<file path="src/rtl/dfc_pkg.sv">
// ----------------------------------------------------------------------------
// dfc_pkg: shared types and constants for the descriptor framer
// Sequencer step codes, descriptor section codes and stream constants.
// ----------------------------------------------------------------------------
package dfc_pkg;

   // stream constants
   localparam int unsigned FrameLen       = 17;
   localparam int unsigned SegmentFields  = 8;
   localparam logic [15:0] CrcPoly        = 16'h8408;
   localparam logic [15:0] CrcInit        = 16'hFFFF;
   localparam logic [4:0]  FrameLastPos   = 5'(FrameLen - 1);

   // register indexes of the configuration port
   localparam logic [1:0] CsrDilCount  = 2'd0;
   localparam logic [1:0] CsrFirstLen  = 2'd1;
   localparam logic [1:0] CsrSecondLen = 2'd2;

   // input item codes
   localparam logic ModeStart = 1'b0;

   // descriptor section the next field item belongs to
   typedef enum logic [2:0] {
      SEC_IDLE  = 3'd0,
      SEC_SEQ1  = 3'd1,
      SEC_SEQ2  = 3'd2,
      SEC_SIZES = 3'd3,
      SEC_CODES = 3'd4,
      SEC_DIL   = 3'd5
   } sect_type;

   // position sequencer steps
   typedef enum logic [3:0] {
      ST_IDLE,
      ST_ONES,
      ST_HDR_DIL,
      ST_HDR_CLOSE1,
      ST_HDR_LEN1,
      ST_HDR_LEN2,
      ST_HDR_CLOSE2,
      ST_FIELD,
      ST_FIELD_CLOSE,
      ST_FIN_CLOSE,
      ST_CRC,
      ST_TAIL
   } step_type;

endpackage

</file>
<file path="src/rtl/dil_descriptor_framer_crc_core.sv">
// ----------------------------------------------------------------------------
// dil_descriptor_framer_crc_core: DIL descriptor framer with CRC-16
// Serialises a DIL descriptor into 17-position frames, one position a cycle.
// ----------------------------------------------------------------------------
// Usage
//   req_* channel (valid/ready): one transaction per descriptor item. mode 0
//   starts a descriptor and yields the 52-position header; mode 1 carries the
//   next field byte. A mode 1 transaction while no descriptor is open yields
//   nothing. csr_* is a plain write port for dil_count and the two sequence
//   lengths; the user must write it only while the block is idle (unenforced).
//   rsp_* channel (valid/ready): one transaction per stream position, with
//   rsp_last high on the final position of the CRC frame tail.
//   Timing: positions come out of a bit-serial sequencer, one per cycle, with
//   a field byte held in an 8-bit shift register and the CRC in a 16-bit
//   LFSR. A transaction is taken only while the sequencer is idle; the step
//   it sets is registered first and its positions then pass through the
//   output register. When the final item finds its frame already closed,
//   the sequencer passes its closing step without emitting a position.
//   Reset: synchronous, clears control and config registers; CRC preset to ones.
//   Stall: while rsp_valid is high and rsp_ready is low, the output register
//   holds and the sequencer waits; no position is lost or repeated.
// ----------------------------------------------------------------------------
module dil_descriptor_framer_crc_core
   import dfc_pkg::*;
(
   input  logic       clock,
   input  logic       reset,
   input  logic       req_valid,
   output logic       req_ready,
   input  logic       req_mode,
   input  logic [7:0] req_field_value,
   output logic       rsp_valid,
   input  logic       rsp_ready,
   output logic [7:0] rsp_symbol,
   output logic       rsp_last,
   input  logic       csr_write_enable,
   input  logic [1:0] csr_index,
   input  logic [7:0] csr_write_data
);

   // configuration registers
   logic [7:0] dil_count_ff, first_len_ff, second_len_ff;

   // descriptor state
   step_type    step_ff, step_in;
   sect_type    section_ff, section_in;
   logic [7:0]  field_cnt_ff, field_cnt_in;
   logic [4:0]  frame_pos_ff, frame_pos_in;
   logic        parity_ff, parity_in;
   logic [15:0] crc_ff, crc_in;

   // sequencer working registers
   logic [4:0]  cnt_ff, cnt_in;
   logic [7:0]  shift_ff, shift_in;
   logic        whole_ff, whole_in;
   logic        close_ff, close_in;
   logic        fin_ff, fin_in;

   // output register
   logic        rsp_valid_ff, rsp_valid_in;
   logic [7:0]  rsp_symbol_ff, rsp_symbol_in;
   logic        rsp_last_ff, rsp_last_in;

   // combinational helpers
   logic        emit_req, emit, feed, sym_last, slot_free, accept;
   logic [7:0]  sym;
   logic [8:0]  cnt_next, dil_total;
   logic        crc_fb;
   sect_type    after_first;
   logic [7:0]  first_hdr, second_hdr;

   assign slot_free   = !rsp_valid_ff || rsp_ready;
   assign req_ready   = (step_ff == ST_IDLE);
   assign accept      = req_valid && req_ready;
   assign cnt_next    = {1'b0, field_cnt_ff} + 9'd1;
   assign dil_total   = ({1'b0, dil_count_ff} + 9'd1) & 9'h1FE;
   assign after_first = (second_len_ff != 8'd0) ? SEC_SEQ2 : SEC_SIZES;
   assign first_hdr   = {1'b0, 7'(first_len_ff - 8'd1)};
   assign second_hdr  = {1'b0, 7'(second_len_ff - 8'd1)};
   assign emit        = emit_req && slot_free;
   assign crc_fb      = sym[0] ^ crc_ff[0];

   // configuration writes
   always_ff @(posedge clock) begin
      if (reset) begin
         dil_count_ff  <= 8'd0;
         first_len_ff  <= 8'd0;
         second_len_ff <= 8'd0;
      end else if (csr_write_enable) begin
         case (csr_index)
            CsrDilCount:  dil_count_ff  <= csr_write_data;
            CsrFirstLen:  first_len_ff  <= csr_write_data;
            CsrSecondLen: second_len_ff <= csr_write_data;
            default: ;
         endcase
      end
   end

   // state registers
   always_ff @(posedge clock) begin
      if (reset) begin
         step_ff      <= ST_IDLE;
         section_ff   <= SEC_IDLE;
         field_cnt_ff <= 8'd0;
         frame_pos_ff <= 5'd0;
         parity_ff    <= 1'b0;
         crc_ff       <= CrcInit;
         cnt_ff       <= 5'd0;
         whole_ff     <= 1'b0;
         close_ff     <= 1'b0;
         fin_ff       <= 1'b0;
         rsp_valid_ff <= 1'b0;
      end else begin
         step_ff      <= step_in;
         section_ff   <= section_in;
         field_cnt_ff <= field_cnt_in;
         frame_pos_ff <= frame_pos_in;
         parity_ff    <= parity_in;
         crc_ff       <= crc_in;
         cnt_ff       <= cnt_in;
         whole_ff     <= whole_in;
         close_ff     <= close_in;
         fin_ff       <= fin_in;
         rsp_valid_ff <= rsp_valid_in;
      end
   end

   // payload registers
   always_ff @(posedge clock) begin
      shift_ff      <= shift_in;
      rsp_symbol_ff <= rsp_symbol_in;
      rsp_last_ff   <= rsp_last_in;
   end

   // sequencer: next step and the position emitted this cycle
   always_comb begin
      step_in      = step_ff;
      section_in   = section_ff;
      field_cnt_in = field_cnt_ff;
      frame_pos_in = frame_pos_ff;
      parity_in    = parity_ff;
      crc_in       = crc_ff;
      cnt_in       = cnt_ff;
      shift_in     = shift_ff;
      whole_in     = whole_ff;
      close_in     = close_ff;
      fin_in       = fin_ff;
      emit_req     = 1'b0;
      sym          = 8'd0;
      feed         = 1'b0;
      sym_last     = 1'b0;

      unique case (step_ff)
         ST_IDLE: begin
            if (accept) begin
               cnt_in = 5'd0;
               if (req_mode == ModeStart) begin
                  // new descriptor: header starts with a frame of ones
                  step_in      = ST_ONES;
                  crc_in       = CrcInit;
                  frame_pos_in = 5'd0;
                  parity_in    = 1'b0;
                  field_cnt_in = 8'd0;
                  whole_in     = 1'b0;
                  section_in   = (first_len_ff != 8'd0) ? SEC_SEQ1 : after_first;
               end else begin
                  unique case (section_ff)
                     SEC_SEQ1, SEC_SEQ2: begin
                        step_in  = ST_FIELD;
                        shift_in = req_field_value;
                        whole_in = 1'b1;
                        fin_in   = 1'b0;
                        close_in = (cnt_next >= {1'b0, (section_ff == SEC_SEQ1) ?
                                                 first_len_ff : second_len_ff});
                        if (close_in) begin
                           field_cnt_in = 8'd0;
                           section_in   = (section_ff == SEC_SEQ1) ? after_first
                                                                   : SEC_SIZES;
                        end else begin
                           field_cnt_in = cnt_next[7:0];
                        end
                     end
                     SEC_SIZES, SEC_CODES: begin
                        step_in  = ST_FIELD;
                        shift_in = {1'b0, req_field_value[6:0]};
                        whole_in = 1'b0;
                        close_in = field_cnt_ff[0];
                        fin_in   = 1'b0;
                        if (cnt_next >= 9'(SegmentFields)) begin
                           field_cnt_in = 8'd0;
                           if (section_ff == SEC_SIZES) begin
                              section_in = SEC_CODES;
                           end else if (dil_total == 9'd0) begin
                              fin_in     = 1'b1;
                              section_in = SEC_IDLE;
                           end else begin
                              section_in = SEC_DIL;
                           end
                        end else begin
                           field_cnt_in = cnt_next[7:0];
                        end
                     end
                     SEC_DIL: begin
                        step_in  = ST_FIELD;
                        shift_in = {1'b0, req_field_value[6:0]};
                        whole_in = 1'b0;
                        close_in = field_cnt_ff[0];
                        if (cnt_next >= dil_total) begin
                           fin_in       = 1'b1;
                           section_in   = SEC_IDLE;
                           field_cnt_in = 8'd0;
                        end else begin
                           fin_in       = 1'b0;
                           field_cnt_in = cnt_next[7:0];
                        end
                     end
                     default: ;
                  endcase
               end
            end
         end

         ST_ONES: begin
            emit_req = 1'b1;
            sym      = 8'd1;
            if (emit) begin
               if (cnt_ff == FrameLastPos) begin
                  step_in  = ST_HDR_DIL;
                  cnt_in   = 5'd0;
                  shift_in = dil_count_ff;
               end else begin
                  cnt_in = cnt_ff + 5'd1;
               end
            end
         end

         // serial data: framing zero first when on a frame boundary
         ST_HDR_DIL, ST_HDR_LEN1, ST_HDR_LEN2, ST_FIELD: begin
            emit_req = 1'b1;
            feed     = 1'b1;
            if (frame_pos_ff != 5'd0) begin
               sym = whole_ff ? shift_ff : {7'd0, shift_ff[0]};
               if (emit) begin
                  shift_in = {1'b0, shift_ff[7:1]};
                  cnt_in   = cnt_ff + 5'd1;
                  if (whole_ff || cnt_ff == 5'd7) begin
                     cnt_in = 5'd0;
                     unique case (step_ff)
                        ST_HDR_DIL:  step_in = ST_HDR_CLOSE1;
                        ST_HDR_LEN1: begin
                           step_in  = ST_HDR_LEN2;
                           shift_in = second_hdr;
                        end
                        ST_HDR_LEN2: step_in = ST_HDR_CLOSE2;
                        default: begin
                           if (close_ff)    step_in = ST_FIELD_CLOSE;
                           else if (fin_ff) step_in = ST_FIN_CLOSE;
                           else             step_in = ST_IDLE;
                        end
                     endcase
                  end
               end
            end
         end

         // zeros up to and including the next framing position
         ST_HDR_CLOSE1, ST_HDR_CLOSE2, ST_FIELD_CLOSE, ST_FIN_CLOSE: begin
            if (step_ff == ST_FIN_CLOSE && frame_pos_ff == 5'd1) begin
               // frame already closed: straight on to the crc
               step_in = ST_CRC;
               cnt_in  = 5'd0;
            end else begin
               emit_req = 1'b1;
               feed     = 1'b1;
               if (emit && frame_pos_ff == 5'd0) begin
                  cnt_in = 5'd0;
                  unique case (step_ff)
                     ST_HDR_CLOSE1: begin
                        step_in  = ST_HDR_LEN1;
                        shift_in = first_hdr;
                     end
                     ST_HDR_CLOSE2:  step_in = ST_IDLE;
                     ST_FIELD_CLOSE: step_in = fin_ff ? ST_FIN_CLOSE : ST_IDLE;
                     default:        step_in = ST_CRC;
                  endcase
               end
            end
         end

         // crc stages, stage 0 first, by rotating the register
         ST_CRC: begin
            emit_req = 1'b1;
            sym      = {7'd0, crc_ff[0]};
            if (emit) begin
               crc_in = {crc_ff[0], crc_ff[15:1]};
               cnt_in = cnt_ff + 5'd1;
               if (cnt_ff == 5'd15) begin
                  step_in = ST_TAIL;
               end
            end
         end

         // trailing framing zero, plus one more for an even total
         ST_TAIL: begin
            emit_req = 1'b1;
            sym_last = parity_ff;
            if (emit && parity_ff) begin
               step_in = ST_IDLE;
            end
         end

         default: step_in = ST_IDLE;
      endcase

      // effect of one emitted position on cursor, parity and crc
      if (emit) begin
         frame_pos_in = (frame_pos_ff == FrameLastPos) ? 5'd0 : frame_pos_ff + 5'd1;
         parity_in    = !parity_ff;
         if (feed && frame_pos_ff != 5'd0) begin
            crc_in = {1'b0, crc_ff[15:1]} ^ (crc_fb ? CrcPoly : 16'd0);
         end
      end
   end

   // output register
   always_comb begin
      rsp_valid_in  = rsp_valid_ff;
      rsp_symbol_in = rsp_symbol_ff;
      rsp_last_in   = rsp_last_ff;
      if (emit) begin
         rsp_valid_in  = 1'b1;
         rsp_symbol_in = sym;
         rsp_last_in   = sym_last;
      end else if (rsp_ready) begin
         rsp_valid_in  = 1'b0;
      end
   end

   assign rsp_valid  = rsp_valid_ff;
   assign rsp_symbol = rsp_symbol_ff;
   assign rsp_last   = rsp_last_ff;

endmodule
</file>
<file path="config.mk">
export PLATFORM = sky130hd
export DESIGN_NAME = dil_descriptor_framer_crc_core
export DESIGN_NICKNAME = d
export VERILOG_FILES = /design/src/rtl/dfc_pkg.sv /design/src/rtl/dil_descriptor_framer_crc_core.sv
export SDC_FILE = /design/constraint.sdc
export NUM_CORES = 1
export LEC_CHECK = 0
export ABC_AREA = 0
export BUFFER_PORTS_ARGS = -buffer_cell sky130_fd_sc_hd__buf_2
export CAP_MARGIN = 20
export CORE_MARGIN = 4
export CORE_UTILIZATION = 62
export CTS_CLUSTER_SIZE = 12
export DETAILED_ROUTE_END_ITERATION = 6
export PLACE_DENSITY = 0.8
export RECOVER_POWER = 50
export SLEW_MARGIN = 10
export SYNTH_ARGS = -nofsm -noshare
export SYNTH_HDL_FRONTEND = slang
export SYNTH_SLANG_ARGS = --single-unit
</file>
<file path="constraint.sdc">
create_clock -name clock -period 3.2 [get_ports clock]
set_input_delay 0.48 -clock clock [delete_from_list [all_inputs] [get_ports clock]]
set_output_delay 0.48 -clock clock [all_outputs]
set_load 0.01 [all_outputs]
</file>
* After elaboration in Yosys (flattened, before gate mapping)
Cells that the tools add are included.
** Storage, ports and cells
- Bits in registers :: 87
- Latch bits :: 0
- RAM bits :: 0
- Memory bits (read-only) :: 0
- Input port bits :: 24
- Output and inout bits :: 11
- Logic and storage cells :: 205
- Memories kept :: 0
** Cells by class
- Add/subtract/negate cells :: 6
- Multiply operators :: 0
- Div/mod/pow operators :: 0
- Magnitude comparators :: 3
- Equality and inequality tests :: 45
- Shifts and indexed selects :: 0
- Multiplexer cells :: 89
- Bitwise gates (word level) :: 2
- Reductions and logical operators :: 43
** Operators with widths (count)
- $mux W8 :: 16
- $mux W16 :: 6
- $mux W5 :: 14
- $mux W4 :: 15
- $pmux W8 S3 :: 2
- $pmux W16 S2 :: 1
- $pmux W8 S4 :: 1
- $pmux W5 S5 :: 1
- $pmux W4 S3 :: 2
- $pmux W4 S6 :: 1
- $ne A2 B2 Y1 const B :: 11
- $reduce_and A11 Y1 :: 2
- $add A8 B1 Y9 const B :: 2
- $mux W3 :: 6
- $eq A4 B3 Y1 const B :: 4
- $eq A4 B4 Y1 const B :: 4
- $pmux W8 S2 :: 1
- $reduce_bool A8 Y1 :: 2
- $xor A15 B16 Y16 :: 1
- $ne A3 B3 Y1 const B :: 5
- $mux W1 :: 14
- $mux W7 :: 2
- $sub A7 B1 Y7 const B :: 2
- $add A5 B1 Y5 const B :: 2
- other kinds (43) :: 71

* Depth between registers and ports, before layout
- Word-level depth :: 9
- Mapped depth :: 12
- Gate-level depth less buffers :: 12

* Least setup slack after synthesis
OpenSTA, ideal clock, no wires.
- Path type :: flip-flop to flip-flop
- Start point :: register field_cnt_ff[3]
- End point :: register section_ff[2]
- Library setup time :: 0.070 ns
- Arrival time :: 2.671 ns
- Data required time :: 3.130 ns
- Path slack :: 0.459 ns
- Cell stages (with the launch flop) :: 13
- Buffers on the path :: 1
- Period minus slack after synthesis :: 2.741 ns
- Cells stage by stage :: dfxtp_1 > clkbuf_1 > and4_1 > nand2_1 > xnor2_1 > ha_1 > o21a_1 > a21oi_1 > o21ai_0 > a311oi_1 > nand4_1 > a31o_2 > a21oi_1
** Between the ends
- Word-level cells in the longest chain between the ends :: 4
- Elaborated cells on any way between the ends :: 8
- Those cells by class :: add/sub (1); order compare (3); eq/ne (3); reduce/logical (1)
** Ends and longest elaborated chain
- start: declaration :: line dil_descriptor_framer_crc_core.sv:47 : logic [7:0] field_cnt_ff, field_cnt_in;
- start signal: assignment :: line dil_descriptor_framer_crc_core.sv:116 : field_cnt_ff <= field_cnt_in;
- $add A8 B1 Y9 * :: line dil_descriptor_framer_crc_core.sv:75 : assign cnt_next = {1'b0, field_cnt_ff} + 9'd1;
- $ge A9 B9 Y1, or another cell as far along :: line dil_descriptor_framer_crc_core.sv:208 : if (cnt_next >= dil_total) begin
- $ne A3 B3 Y1 (no source line)
- $reduce_and A6 Y1 (no source line) *
- end signal: assignment :: line dil_descriptor_framer_crc_core.sv:115 : section_ff <= section_in;
- end: declaration :: line dil_descriptor_framer_crc_core.sv:46 : sect_type section_ff, section_in;
Mark *: on every way between the ends. The rest lies on a longest branch, timed or not.
A chain may end at the register's enable or synchronous reset.

* Final worst setup path
- Start point :: register dil_count_ff[0]
- End point :: register field_cnt_ff[6]
** Between the ends
- Word-level cells in the longest chain between the ends :: 5
** Ends and longest elaborated chain
- start: declaration :: line dil_descriptor_framer_crc_core.sv:42 : logic [7:0] dil_count_ff, first_len_ff, second_len_ff;
- start signal: assignment :: line dil_descriptor_framer_crc_core.sv:91 : CsrDilCount: dil_count_ff <= csr_write_data;
- $add A8 B1 Y9 :: line dil_descriptor_framer_crc_core.sv:76 : assign dil_total = ({1'b0, dil_count_ff} + 9'd1) & 9'h1FE;
- $ge A9 B9 Y1 :: line dil_descriptor_framer_crc_core.sv:208
- $mux W8 :: line dil_descriptor_framer_crc_core.sv:208
- $pmux W8 S3 :: line dil_descriptor_framer_crc_core.sv:167 : unique case (section_ff)
- $mux W8 :: line dil_descriptor_framer_crc_core.sv:157 : if (req_mode == ModeStart) begin
Every way passes these cells.

==> flow_summary.yaml <==
run_status:
  status: "finished clean"
layout:
  nNetsFinal: 760
  n_antenna_cell: 0
  synthToLayoutAreaGrowth_pct: 9.31
  final-seq-area_um2: 1920
  drive_gt1_share_pct: 11.8
  fill_cells: 701
  fin_util_pct: 70.2
  multiInputGateArea_um2: 3480
clocking:
  cts_buffer_depth: 2
  cts_buffers: 9
  cts_tree: "done"
  cts.sinks: 87
  cts_max_level: 3
  clk_latency_ns: 0.35
  root_buffer: "clkbuf_8"
  path_clk_slew_ns: 0.09
worst_setup_path:
  worst_setup_path_start_kind: "register"
  critPathKind: "register to register"
  r2r_slack_ns: 0.24
  cp.required_ns: 3.45
  crit_fanout: 8
  reg2reg_from: "dil_count_ff[0]"
  end_kind: "register"
  startpoint: "dil_count_ff[0]"
  worstPathArrival_ns: 3.21
sta:
  rsz0062_at_grt: "no"
  fin_ws_ns: 0.241
  post-route-period-util_pct: 92.5
  finalCriticalPeriod_ns: 2.96
  slew_violations: 0
  setup_tns_ns: 0
  max_freq_mhz: 338
  worst_pin_slew_ns: 0.772
  skew_ns: 0.0134
  finalSetupViolCount: 0
  hold_violations: 0
  slew_headroom_pct: 48.5
global_routing:
  grt_usage_pct: 27.8
  grt_first_pass_wirelength_um: 23700
  grt_max_degree: 39
  grt_antenna_before_repair: 0
  gr-total-overflow: 0
  grt_pass1_vias: 5063
drt:
  avgViaCountPerCell: 6.42
  final_antenna_net_count: 0
  wl_per_cell_um: 17.2
  drt_first_iter_violations: 469
  wl_um: 14200
  vias: 5274
  drc_errors: 0
  firstDrtPassIters: 7
worst_hold_path:
  hp-class: "input port to register"
  min_from: "csr_write_data[4]"
logic_synthesis:
  synth_xor_area_share_pct: 4.20
  ys_ff_latch: 87
  synth.area.mux_share_pct: 6.80
  synthDistinctLibCells: 73
  synthFlopType: "dfxtp_1"
  synth_compound_area_share_pct: 21.5
  synth_area_um2: 5630
  synthArstFlopShare_pct: 0
  syn_nets: 734
  ys_top_cells_by_area: "dfxtp_1 (25%), edfxtp_1 (9.1%), mux2i_1 (6.4%)"
  synth_area_leader_cell: "dfxtp_1"
  yosys_warnings: 0
  synth_fa_ha_area_share_pct: 6.00
  avgSynthCellArea_um2: 8.25
  synth-edff-count: 17
  netlist_instances: 683
  synth_top_family_by_area: "simple AND/OR/NAND/NOR gates"
  seq_area_frac_synth_pct: 33.9
  synth_top_area_share_pct: 24.9
  synthSimpleGateAreaFrac_pct: 23.0
run:
  max_cap_viol_count: 0
floorplanning:
  coreArea_um2: 8760
  rows: 34
  io_pins: 35
  die_area_um2: 10700
  start_util_pct: 64.3
  die_h_um: 103
  die_x_um: 103
pwr:
  power_density_nw_per_um2: 778
  vdd_ir_drop_max_uv: 360
  p_leak_nw: 2.51
place:
  dp_slack_ns: 0.106
  gp_congestion: 1.02
  dpl.hpwl_um: 10400
  io_buffers: 34
state kept, by name, indices dropped and copies added (netlist names), 3 cells and up:
signal and cells:
step_ff 4, shift_ff 8, first_len_ff 8, dil_count_ff 8, cnt_ff 5, second_len_ff 8, rsp_symbol 8, frame_pos_ff 5
field_cnt_ff 8, section_ff 3, crc_ff 16
logic make-up after synthesis:
kind of cell | after synthesis
compound gates | 179
xor+xnor | 27
fa+ha+maj | 27
buf+inv | 65
flops | 87
mux | 38
simple gates | 260
layout by cell type (no fill, tap or decap), types with 7 or more instances in the layout:
cell type   n
nor2_1     77
dfxtp_1    64
nand2_1    63
a21oi_1    49
o21ai_0    40
mux2i_1    36
inv_1      25
ha_1       25
buf_2      23
nand3_1    18
clkbuf_1   17
buf_4      17
edfxtp_1   17
nor3_1     16
xnor2_1    15
and3_1     15
xor2_1     11
nand4_1    10
a31oi_1     9
clkbuf_8    9
nand2b_1    8
o211ai_1    8
and2_1      8
o32a_1      8
a222oi_1    7
a211oi_1    7
metal layers:
layer / vias up / routed length, um / GRT usage (%) / part of all wire (%)
li1: 2537 / - / - / -
met1: 2463 / 5920 / 35.2 / 42
met2: 236 / 6920 / 47.2 / 49
met3: 38 / 904 / 4.76 / 6.4
met4: 0 / 429 / 10.7 / 3.0
met5: - / 0 / 0 / 0
Yosys cell counts (all sizes together), types with 5 or more instances:
library cell,n
nor3b,5
or3,6
nor3,16
mux2i,36
nor2,80
o21ai,44
ha,27
nor2b,5
nand4,10
nand3,18
nand2b,8
o32a,8
o22a,5
nand2,64
xor2,12
xnor2,15
inv,25
and3,16
dfxtp,70
a222oi,7
clkbuf,31
a31oi,9
a211oi,7
edfxtp,17
buf,9
a21oi,49
o211ai,8
and2,12
a211o,5
worst max-delay path: stages, from the launching register on:
cell and delay (ns):
dfxtp_2 0.42, ha_2 0.26, nand3_1 0.14, nor2_2 0.23
xnor2_1 0.11, ha_1 0.31, nand4_1 0.08, o21ai_0 0.38
o211ai_1 0.17, a211o_1 0.41, and3_1 0.19, a22o_1 0.16
timing repair:
action	CTS	global route
setup buffers	0	1
endpoints found under the setup margin	0	13
gates resized for setup	0	16
hold buffers	0	0
hold endpoints to repair	0	0
final timing paths:
check | endpoint | depth (start not counted)
worst min register to register | crc_ff[13] | 1
worst max register to register | field_cnt_ff[6] | 11
worst min-delay path | dil_count_ff[4] | 3
worst max-delay path | field_cnt_ff[6] | 11
area by class of cell:
type	instances	share of cell area (%)
Clock inverter	3	0.732
Clock buffer	13	2.95
Multi-Input combinational cell	531	56.6
Tap cell	108	2.20
Sequential cell	87	31.2
Timing Repair Buffer	55	4.86
Inverter	25	1.52
metrics by stage:
| stage | power [mW] | std cells | hold WS, ns | area, um2 |
|---|---|---|---|---|
| 6_report | 4.79 | 822 | 0.383 | 6160 |
| 5_1_grt | 5.14 | 822 | 0.392 | 6160 |
| 4_1_cts | 4.82 | 821 | 0.369 | 6150 |
| 3_5_place_dp | 3.95 | 805 | 0.483 | 5920 |
| 3_3_place_gp | 3.86 | 805 | 0.446 | 5920 |
| 2_1_floorplan | 3.32 | 683 | 0.437 | 5630 |
power by group:
| part | leakage [nW] | switching [mW] | total, mW | internal, mW |
|---|---|---|---|---|
| Sequential | 0.737 | 0.154 | 1.56 | 1.41 |
| Clock | 0.115 | 0.404 | 0.865 | 0.461 |
| Combinational | 1.66 | 1.50 | 2.36 | 0.863 |
| Total | 2.51 | 2.06 | 4.79 | 2.73 |
Power figures use the tool's default switching activity.
